==> config.mk <==
export PLATFORM = sky130hd
export DESIGN_NAME = rsd_cell
export DESIGN_NICKNAME = d
export VERILOG_FILES = /design/src/rsd_pkg.sv /design/src/rsd_cell.sv
export SDC_FILE = /design/constraint.sdc
export NUM_CORES = 1
export LEC_CHECK = 0
export BUFFER_PORTS_ARGS = -buffer_cell sky130_fd_sc_hd__buf_2
export CAP_MARGIN = 20
export CORE_MARGIN = 4
export CORE_UTILIZATION = 29
export CTS_CLUSTER_SIZE = 12
export DETAILED_ROUTE_END_ITERATION = 16
export PLACE_DENSITY = 0.62
export SLEW_MARGIN = 20
export SYNTH_ARGS = -nofsm -noshare
export SYNTH_HDL_FRONTEND = slang
export SYNTH_SLANG_ARGS = --single-unit
==> constraint.sdc <==
create_clock -name clk -period 8.85 [get_ports clk]
set_input_delay 1.77 -clock clk [delete_from_list [all_inputs] [get_ports clk]]
set_output_delay 1.77 -clock clk [all_outputs]
set_load 0.05 [all_outputs]
==> src/rsd_pkg.sv <==
// ---------------------------------------------------------------------------
// rsd_pkg: shared types and functions of the record sorter
// Record layout, cell control bundle, state codes and the sort compare.
// ---------------------------------------------------------------------------
package rsd_pkg;

  localparam int RSD_CAPACITY = 64;

  typedef struct packed {
    logic [15:0] distance;
    logic [31:0] population;
    logic [15:0] handle;
  } record_t;

  // control bundle broadcast from the sequencer to every cell
  typedef struct packed {
    logic load;   // insert the broadcast record this cycle
    logic drain;  // shift the chain one place toward cell 0
  } cell_cmd_t;

  typedef enum logic [1:0] {
    ST_LOAD  = 2'b01,
    ST_DRAIN = 2'b10
  } rsd_state_t;

  // true if record a is ordered ahead of stored record b; on a full tie the
  // newer record goes ahead
  function automatic logic goes_before(record_t a, record_t b);
    logic res;
    if (a.distance != b.distance) begin
      res = (a.distance < b.distance);
    end else begin
      res = (a.population >= b.population);
    end
    return res;
  endfunction

endpackage

==> src/rsd_cell.sv <==
// ---------------------------------------------------------------------------
// rsd_cell: one slot of the insertion chain
// Holds one record. On load it keeps its record, takes the new record, or
// takes its left neighbor's; on drain it takes its right neighbor's.
// ---------------------------------------------------------------------------
module rsd_cell (
  input  logic             clk,
  input  logic             rst_n,
  input  rsd_pkg::cell_cmd_t cmd,
  input  rsd_pkg::record_t new_rec,
  input  rsd_pkg::record_t prev_rec,
  input  logic             prev_vld,
  input  logic             prev_ins,
  input  rsd_pkg::record_t next_rec,
  input  logic             next_vld,
  output rsd_pkg::record_t rec_r,
  output logic             vld_r,
  output logic             ins
);
  import rsd_pkg::*;

  record_t rec_nxt;
  logic    vld_nxt;

  // an empty slot counts as a place the new record may go
  assign ins = !vld_r || goes_before(new_rec, rec_r);

  always_comb begin
    rec_nxt = rec_r;
    vld_nxt = vld_r;
    if (cmd.drain) begin
      rec_nxt = next_rec;
      vld_nxt = next_vld;
    end else if (cmd.load) begin
      if (prev_ins) begin
        rec_nxt = prev_rec;
        vld_nxt = prev_vld;
      end else if (ins) begin
        rec_nxt = new_rec;
        vld_nxt = 1'b1;
      end
    end
  end

  always_ff @(posedge clk) begin
    if (!rst_n) begin
      vld_r <= 1'b0;
    end else begin
      vld_r <= vld_nxt;
    end
  end

  always_ff @(posedge clk) begin
    rec_r <= rec_nxt;
  end

endmodule

==> impl_metrics.csv, run 1 <==
group,metric,value,unit
synthesis,syn_nets,707,
synthesis,synth-adder-area-share,0.133,
floorplanning,core,0.0153,mm^2
synthesis,syn_avg_cell_area,9.83,um^2
synthesis,synthXorXnorAreaFrac,0,
route,drtPass1Iterations,4,
worst_hold_path,hp-class,"reg2reg",
route,drtIter0Drc,141,
floorplanning,initial_core_util,0.296,
floorplanning,die_area,0.0177,mm^2
clock_tree,cts_resized,0,
grt,grt_pass1_wl,20500,um
route,routed_via_density,4.47,
route,via_count,4167,
synthesis,seq_area_frac_synth,0.429,
route,drc,0,
route,ant_nets,0,
clock_tree,path_clk_slew,0.05,ns
critical_path,path_class,"in2out",
sta,tightest_slew,0.764,ns
cells_and_area,nets,964,
synthesis,synth_top_family_by_area,"multiplexers",
placement,dp_hpwl,10800,um
grt,first_global_vias,4122,
synthesis,synth_ff_type,"edfxtp_1",
sta,fin_skew,0.00676,ns
cells_and_area,mostFrequentLayoutCell,"buf_2",
clock_tree,cts_root_buf,"clkbuf_16",
synthesis,synthArstFlopShare,0,
synthesis,synth_compound_gate_area_share,0.130,
grt,grtUsageTotal,0.145,
floorplanning,io_pins,265,
grt,grt_antenna_before_repair,0,
placement,place_congestion,0.831,
synthesis,synthMuxAreaShare,0.142,
cells_and_area,antenna_cells,0,
synthesis,ys_ff_latch,65,
critical_path,end_kind,"output pin",
sta,setup_viol,0,
clock_tree,clockBufferDepth,2,
sta,tns,0,ns
sta,timing.final.crit_share,0.636,
route,wl,13200,um
cells_and_area,drive_above_1_share,0.396,
grt,grt_overflow,0,
floorplanning,row_count,45,
cells_and_area,area_delta_synth_final,40.7,%
clock_tree,cts_buffers,9,
cells_and_area,n_fill_cell,1599,
sta,fmax,0.178,GHz
grt,grt_max_degree,78,
synthesis,synth_area,0.00452,mm^2
power,irDropWorstVdd,0.0000717,V
synthesis,synthCells,460,
clock_tree,cts_tree,"built",
job,drv_cap,0,
power,p_per_area,171,mW/mm^2
sta,period_needed,5.63,ns
synthesis,synth-simple-area-share,0.107,
placement,port_buffers,264,
floorplanning,dieHeight,133,um
critical_path,critPathMaxFanout,3,
sta,slew_viol_final,0,
outcome,status,"finished, final reports clean",
synthesis,yosys_warnings,0,
sta,rsz0062_at_grt,"no",
clock_tree,clk_latency,0.33,ns
sta,hold_violations,0,
power,power,1090,uW
critical_path,cp-start-kind,"primary input",
critical_path,worstPathArrival,3.86,ns
clock_tree,cts.htree.levels,3,
power,p_leak,0.00327,uW
sta,max_slew_margin,0.491,
floorplanning,dieWidth,133,um
clock_tree,cts_hold_repair.buffers,0,
clock_tree,cts_setup_buffers,0,
route,wire_per_inst,14.2,um
synthesis,synth_edf_count,64,
clock_tree,cts.sinks,65,
cells_and_area,mostFrequentLayoutCells,"buf_2 (262), nand2_1 (76), o21ai_1 (67)",
critical_path,cp.required,7.08,ns
synthesis,ys_types,34,
-- synth_stat cells (2+ instances only) --
master | number | area, um^2
o21ai_1 | 67 | 335
ha_1 | 48 | 601
buf_1 | 4 | 15.0
buf_2 | 4 | 20.0
a21oi_1 | 20 | 100
a211oi_1 | 4 | 30.0
mux2i_1 | 64 | 641
nor2_1 | 8 | 30.0
nand2_1 | 76 | 285
edfxtp_1 | 64 | 1920
o21ai_0 | 4 | 20.0
nand4_1 | 5 | 31.3
clkbuf_1 | 14 | 52.6
nand3_1 | 5 | 25.0
inv_1 | 48 | 180
a21o_1 | 5 | 37.5
nor2b_1 | 2 | 12.5
nand4_2 | 2 | 25.0
-- cells by family (layout without fill, tap and decap cells) --
group,after synthesis,in the layout
fa+ha+maj,48,48
simple gates,105,105
compound gates,108,108
mux,64,64
buf+inv,70,332
flops,65,65
-- where the power goes --
part	switching (uW)	internal, uW
clock	122	245
combinational	223	110
sequential	12.7	377
-- sequential cells by signal (all words and copies together), names as in the netlist --
| name | flops |
|---|---|
| rec_r | 64 |
| vld_r | 1 |
-- final cells by class --
cell class,count,area [um^2],area share
clock inverter,4,67.6,0.0106
clock buffer,12,236,0.0372
timing repair buffer,268,1360,0.213
multi-input combinational,325,2320,0.364
tap,211,264,0.0415
sequential,65,1940,0.305
inverter,48,180,0.0283
-- critical path: stages --
cell      delay, ns
buf_2          0.12
ha_1           0.34
nand4_2        0.17
nor4_4         0.39
nand2b_1       0.08
or4_1          0.53
a21oi_1        0.16
o21ai_1        0.08
buf_2          0.22
-- worst paths after layout --
kind | start | slack [ns] | cells after the start | end
worst min register to register | vld_r | 0.73 | 3 | vld_r
worst max-delay path | new_rec[62] | 3.22 | 9 | ins
worst min-delay path | vld_r | 0.73 | 3 | vld_r
worst max register to register | rec_r[62] | 5.96 | 9 | rec_r[7]
-- stage by stage --
stage	worst slack [ns]	hold slack, ns	util	std cells	cell area (um^2)
floorplan	1.13	0.948	-	460	4520
global placement	3.25	0.723	0.397	917	6060
detailed placement	3.23	0.726	0.397	917	6060
CTS	3.21	0.737	0.417	933	6360
global route	3.07	0.822	0.417	933	6360
finish	3.22	0.727	0.417	933	6360
-- layer usage --
| metal | GRT usage | vias to the layer above | part of all wire |
|---|---|---|---|
| met3 | 0.0384 | 13 | 0.081 |
| met2 | 0.255 | 161 | 0.50 |
| met1 | 0.170 | 1826 | 0.41 |
| met5 | 0 | - | 0 |
| li1 | - | 2167 | - |
| met4 | 0.0514 | 0 | 0.014 |
(Power assumes the default switching activity.)
==> run 2: changes to the inputs <==
--- a/config.mk
+++ b/config.mk
@@ -5,13 +5,14 @@
 export SDC_FILE = /design/constraint.sdc
 export NUM_CORES = 1
 export LEC_CHECK = 0
+export ABC_AREA = 1
 export BUFFER_PORTS_ARGS = -buffer_cell sky130_fd_sc_hd__buf_2
 export CAP_MARGIN = 20
 export CORE_MARGIN = 4
 export CORE_UTILIZATION = 29
 export CTS_CLUSTER_SIZE = 12
 export DETAILED_ROUTE_END_ITERATION = 16
-export PLACE_DENSITY = 0.62
+export PLACE_DENSITY = 0.64
 export SLEW_MARGIN = 20
 export SYNTH_ARGS = -nofsm -noshare
 export SYNTH_HDL_FRONTEND = slang
==> constraint.sdc (replaced) <==
create_clock -name clk -period 5.05 [get_ports clk]
set_input_delay 1.01 -clock clk [delete_from_list [all_inputs] [get_ports clk]]
set_output_delay 1.01 -clock clk [all_outputs]
set_load 0.05 [all_outputs]
==> impl_metrics.csv, run 2 <==
group,metric,value,unit
synthesis,synthXorXnorAreaFrac,0,
critical_path,path_class,"in2out",
critical_path,crit_slowest_cell,"ha_1",
clock_tree,cts.sinks,65,
clock_tree,cts_resized,0,
route,wire_per_inst,14.3,um
outcome,status,"finished, final reports clean",
synthesis,synth_area,0.00454,mm^2
cells_and_area,antenna_cells,0,
sta,tightest_slew,0.772,ns
sta,hold_violations,0,
sta,fin_skew,0.00496,ns
route,drtIter0Drc,175,
route,drtPass1Iterations,4,
synthesis,yosys.cell_count.top_type,"nand2_1",
floorplanning,initial_core_util,0.298,
clock_tree,clockBufferDepth,2,
critical_path,crit_family,"simple AND/OR/NAND/NOR gates",
grt,grt_max_degree,67,
synthesis,synthTopCellsByArea,"edfxtp_1 (42%), nand2_1 (15%), nand3_1 (14%)",
synthesis,syn_nets,818,
synthesis,synth-adder-area-share,0.132,
synthesis,syn_avg_cell_area,7.95,um^2
critical_path,crit_path_frequent_cell,"nand2_1",
critical_path,end_kind,"output pin",
worst_hold_path,hold_depth,4,
floorplanning,die_area,0.0177,mm^2
critical_path,cp.required,4.04,ns
synthesis,seq_area_frac_synth,0.428,
cells_and_area,largest_reg_flops,64,
job,drv_cap,0,
floorplanning,row_count,45,
cells_and_area,drive_above_1_share,0.353,
cells_and_area,top_register,"rec_r",
route,drc,0,
sta,period_needed,3.54,ns
synthesis,ys_types,26,
sta,setup_viol,0,
critical_path,reg2reg_slack,2.43,ns
sta,slew_viol_final,0,
placement,place_congestion,0.791,
grt,grt_overflow,0,
placement,dp_hpwl,11400,um
floorplanning,io_pins,265,
synthesis,synthMuxAreaShare,0,
sta,fmax,0.282,GHz
clock_tree,cts_root_buf,"clkbuf_16",
synthesis,synth_largest_area_cell,"edfxtp_1",
grt,grt_pass1_wl,23100,um
clock_tree,cts_tree,"built",
worst_hold_path,hold_start,"vld_r",
synthesis,synth_top_family_by_area,"simple AND/OR/NAND/NOR gates",
worst_hold_path,holdPathEnd,"vld_r",
floorplanning,dieHeight,133,um
synthesis,ys_ff_latch,65,
critical_path,worstPathArrival,2.53,ns
clock_tree,clk_latency,0.33,ns
synthesis,synth-simple-area-share,0.320,
clock_tree,path_clk_slew,0.05,ns
sta,rsz0062_at_grt,"no",
power,p_leak,0.00333,uW
grt,grtUsageTotal,0.163,
critical_path,crit_buf_inv,2,
synthesis,synth_edf_count,64,
critical_path,critPathMaxFanout,2,
cells_and_area,design_area,0.00637,mm^2
synthesis,synth_compound_gate_area_share,0.0405,
synthesis,synth_ff_type,"edfxtp_1",
cells_and_area,mostFrequentLayoutCell,"buf_2",
critical_path,reg2reg_depth,12,
critical_path,reg2reg_to,"rec_r[14]",
synthesis,synthArstFlopShare,0,
critical_path,crit_path_cell_trace,"buf_2 -> ha_1 -> nand2_1 -> nor2_2 -> nor3b_2 -> nand3_1 -> nor2_1 -> nand2_1 -> nand2_2 -> nand2_1 -> buf_2",
route,ant_nets,0,
synthesis,netlist.area_leader.share,0.423,
route,routed_via_density,4.59,
cells_and_area,mostFrequentLayoutCells,"buf_2 (264), nand2_1 (181), nand3_1 (128)",
cells_and_area,nets,1070,
sta,timing.final.crit_share,0.701,
critical_path,critPathMaxStageDelay,0.29,ns
route,wl,14800,um
cells_and_area,reg_top3,"rec_r x64, vld_r x1",
synthesis,ys_top_cells_by_count,"nand2_1 (181), nand3_1 (128), edfxtp_1 (64)",
worst_hold_path,hp-class,"reg2reg",
clock_tree,cts_setup_buffers,0,
cells_and_area,area_delta_synth_final,40.2,%
route,via_count,4768,
floorplanning,dieWidth,133,um
clock_tree,cts_hold_repair.buffers,0,
critical_path,r2r_start,"rec_r[63]",
power,irDropWorstVdd,0.000130,V
synthesis,yosys_warnings,0,
power,p_per_area,308,mW/mm^2
clock_tree,cts.htree.levels,3,
sta,max_slew_margin,0.485,
grt,first_global_vias,4612,
placement,place_area,0.00606,mm^2
placement,port_buffers,264,
critical_path,cp-start-kind,"primary input",
grt,grt_antenna_before_repair,0,
floorplanning,core,0.0153,mm^2
sta,tns,0,ns
synthesis,synthCells,571,
clock_tree,cts_buffers,9,
-- run 2: metrics by stage --
step	utilization	total power, uW	setup slack (ns)	hold slack [ns]	cells
6_report	0.417	1960	1.51	0.651	1039
5_1_grt	0.417	2070	1.39	0.724	1039
4_1_cts	0.417	1990	1.47	0.663	1039
3_5_place_dp	0.397	1320	1.50	0.654	1023
3_3_place_gp	0.397	1310	1.51	0.665	1023
2_1_floorplan	-	1110	1.39	0.810	571
-- run 2: worst max path at each step --
| stage | cells after the start | from | end |
|---|---|---|---|
| after floorplan | 10 | new_rec[63] | rec_r[0] |
| after global placement | 11 | new_rec[63] | ins |
| after detailed placement | 11 | new_rec[63] | ins |
| after CTS | 11 | new_rec[63] | ins |
| after global routing | 11 | new_rec[63] | ins |
| final | 11 | new_rec[63] | ins |
-- run 2: kinds of logic (layout without fill, tap and decap cells) --
logic type,after synthesis,count (layout)
compound gates,34,34
fa+ha+maj,48,48
buf+inv,92,349
flops,65,65
simple gates,332,332
-- run 2: area by class of cell --
cell class / instances / area (um^2)
clock inverter: 7 / 85.1
timing repair buffer: 268 / 1360
tap: 211 / 264
fill: 1638 / 8890
inverter: 65 / 246
clock buffer: 9 / 225
sequential: 65 / 1940
multi-input combinational: 414 / 2240
-- run 2: tightest hold or removal path: cells and delay by family, from the launching register on --
kind	cells	cell delay [ns]
flip-flops	1	0.35
buffers and inverters	1	0.03
AND/OR/NAND/NOR	3	0.23
-- run 2: layer usage --
metal	vias up	routed length, um	global-route usage
met5	-	0	0
met4	0	333	0.0651
met3	17	1070	0.0397
met2	187	7110	0.273
met1	2140	6300	0.202
li1	2424	-	-
-- run 2: report_power, final --
part	internal (uW)	switching [uW]
logic	187	422
registers	666	25.5
clock network	427	233
==> run 3: changes to the inputs <==
--- a/config.mk
+++ b/config.mk
@@ -12,7 +12,7 @@
 export CORE_UTILIZATION = 29
 export CTS_CLUSTER_SIZE = 12
 export DETAILED_ROUTE_END_ITERATION = 16
-export PLACE_DENSITY = 0.64
+export PLACE_DENSITY = 0.62
 export SLEW_MARGIN = 20
 export SYNTH_ARGS = -nofsm -noshare
 export SYNTH_HDL_FRONTEND = slang
==> constraint.sdc (replaced) <==
create_clock -name clk -period 3.5 [get_ports clk]
set_input_delay 0.7 -clock clk [delete_from_list [all_inputs] [get_ports clk]]
set_output_delay 0.7 -clock clk [all_outputs]
set_load 0.05 [all_outputs]
==> impl_metrics.csv, run 3 (synthesized netlist as in run 2, its figures left out) <==
group,metric,value,unit
critical_path,end_kind,"output pin",
floorplanning,dieHeight,133,um
critical_path,cp.required,2.80,ns
placement,place_area,0.00608,mm^2
critical_path,reg2reg_to,"rec_r[28]",
floorplanning,row_count,45,
clock_tree,cts.sinks,65,
cells_and_area,antenna_cells,0,
clock_tree,cts_hold_repair.buffers,0,
clock_tree,cts_tree,"built",
critical_path,reg2reg_depth,12,
sta,hold_violations,0,
clock_tree,cts_resized,0,
route,drtIter0Drc,221,
sta,tightest_slew,0.764,ns
sta,setup_viol,0,
route,drtPass1Iterations,6,
sta,rsz0062_at_grt,"no",
worst_hold_path,hp-class,"in2reg",
worst_hold_path,hold_start,"new_rec[3]",
critical_path,crit_slowest_cell,"ha_1",
sta,fin_skew,0.00628,ns
grt,grt_pass1_wl,24100,um
cells_and_area,mostFrequentLayoutCells,"buf_2 (264), nand2_1 (181), nand3_1 (128)",
route,drc,0,
placement,placed_cells,1027,
cells_and_area,n_fill_cell,1632,
sta,max_slew_margin,0.490,
clock_tree,clk_latency,0.33,ns
critical_path,critPathMaxFanout,2,
placement,port_buffers,264,
grt,grt_antenna_before_repair,0,
cells_and_area,drive_above_1_share,0.352,
sta,period_needed,2.92,ns
floorplanning,core,0.0153,mm^2
cells_and_area,top_register,"rec_r",
route,wl,15300,um
critical_path,critical_path.endpoint,"ins",
cells_and_area,largest_reg_flops,64,
power,p_per_area,432,mW/mm^2
cells_and_area,multi_input_area,0.00224,mm^2
floorplanning,dieWidth,133,um
cells_and_area,mostFrequentLayoutCell,"buf_2",
grt,grtUsageTotal,0.172,
power,power,2750,uW
critical_path,crit_family,"simple AND/OR/NAND/NOR gates",
route,ant_nets,0,
grt,first_global_vias,4609,
route,wire_per_inst,14.7,um
clock_tree,clockBufferDepth,2,
grt,grt_max_degree,66,
clock_tree,cts_buffers,9,
sta,tns,0,ns
cells_and_area,fin_cells,1043,
critical_path,reg2reg_slack,1.10,ns
cells_and_area,final_util,0.417,
clock_tree,cts_setup_buffers,0,
power,irDropWorstVdd,0.000204,V
clock_tree,path_clk_slew,0.06,ns
cells_and_area,design_area,0.00636,mm^2
sta,fmax,0.343,GHz
placement,dp_hpwl,11900,um
power,p_leak,0.00334,uW
placement,place_congestion,0.812,
critical_path,cp-start-kind,"primary input",
critical_path,critical_path_depth,11,
critical_path,critPathMaxStageDelay,0.29,ns
route,routed_via_density,4.54,
cells_and_area,seqCellArea,0.00194,mm^2
clock_tree,cts_root_buf,"clkbuf_16",
floorplanning,io_pins,265,
cells_and_area,area_delta_synth_final,40.1,%
critical_path,crit_path_cell_trace,"buf_2 -> ha_1 -> nand2_1 -> nor2_2 -> nor3b_2 -> nand3_1 -> nor2_1 -> nand2_1 -> nand2_2 -> nand2_1 -> buf_2",
floorplanning,initial_core_util,0.298,
critical_path,path_class,"in2out",
outcome,status,"finished, final reports clean",
cells_and_area,reg_top3,"rec_r x64, vld_r x1",
grt,grt_overflow,0,
floorplanning,die_area,0.0177,mm^2
critical_path,r2r_start,"rec_r[63]",
clock_tree,cts.htree.levels,3,
critical_path,worstPathArrival,2.22,ns
critical_path,crit_buf_inv,2,
job,drv_cap,0,
route,via_count,4738,
cells_and_area,nets,1074,
sta,timing.final.crit_share,0.833,
sta,slew_viol_final,0,
critical_path,crit_path_frequent_cell,"nand2_1",
critical_path,startpoint,"new_rec[63]",
## run 3: cell count changes in the layout (fill, tap and decap cells not counted), sizes merged
cell | before | now
buf | 268 | 272
clkbuf | 9 | 11
bufinv | 2 | 1
clkinvlp | 1 | 0
## run 3: tightest hold or removal path, delay by kind of cell
kind | cells | cell delay, ns
buf+inv | 1 | 0.07
simple gates | 2 | 0.09
## run 3: routing by layer
metal  GRT usage  up-vias  share of wire
met5           0        -              0
met3      0.0536       15          0.079
met2       0.296      171           0.49
met1       0.206     2111           0.42
met4      0.0509        0          0.015
li1            -     2441              -
## run 3: how the worst min path moves through the flow
stage | endpoint | slack, ns | cells past startpoint
2_1_floorplan | vld_r | 0.81 | 4
3_3_place_gp | vld_r | 0.71 | 3
3_5_place_dp | vld_r | 0.69 | 4
4_1_cts | rec_r[3] | 0.62 | 3
5_1_grt | rec_r[3] | 0.63 | 3
6_report | rec_r[3] | 0.64 | 3
## run 3: report_power, final
part / switching [uW] / leakage [uW] / internal (uW)
Combinational: 610 / 0.00253 / 273
Sequential: 35.6 / 0.000672 / 961
Clock: 328 / 0.000136 / 543
Total: 974 / 0.00334 / 1780
## run 3: area by class of cell
| type | instances | share of cell area |
|---|---|---|
| clock buffers | 11 | 0.0366 |
| flip-flops and latches | 65 | 0.305 |
| clock inverters | 5 | 0.00728 |
| repair buffers | 272 | 0.219 |
| well taps | 211 | 0.0415 |
| inverters | 65 | 0.0383 |
| multi-input cells | 414 | 0.352 |
## run 3: metrics by stage
stage / worst slack [ns] / hold slack (ns)
floorplan: 0.125 / 0.810
global placement: 0.589 / 0.711
detailed placement: 0.562 / 0.688
CTS: 0.553 / 0.624
global route: 0.386 / 0.629
finish: 0.585 / 0.638
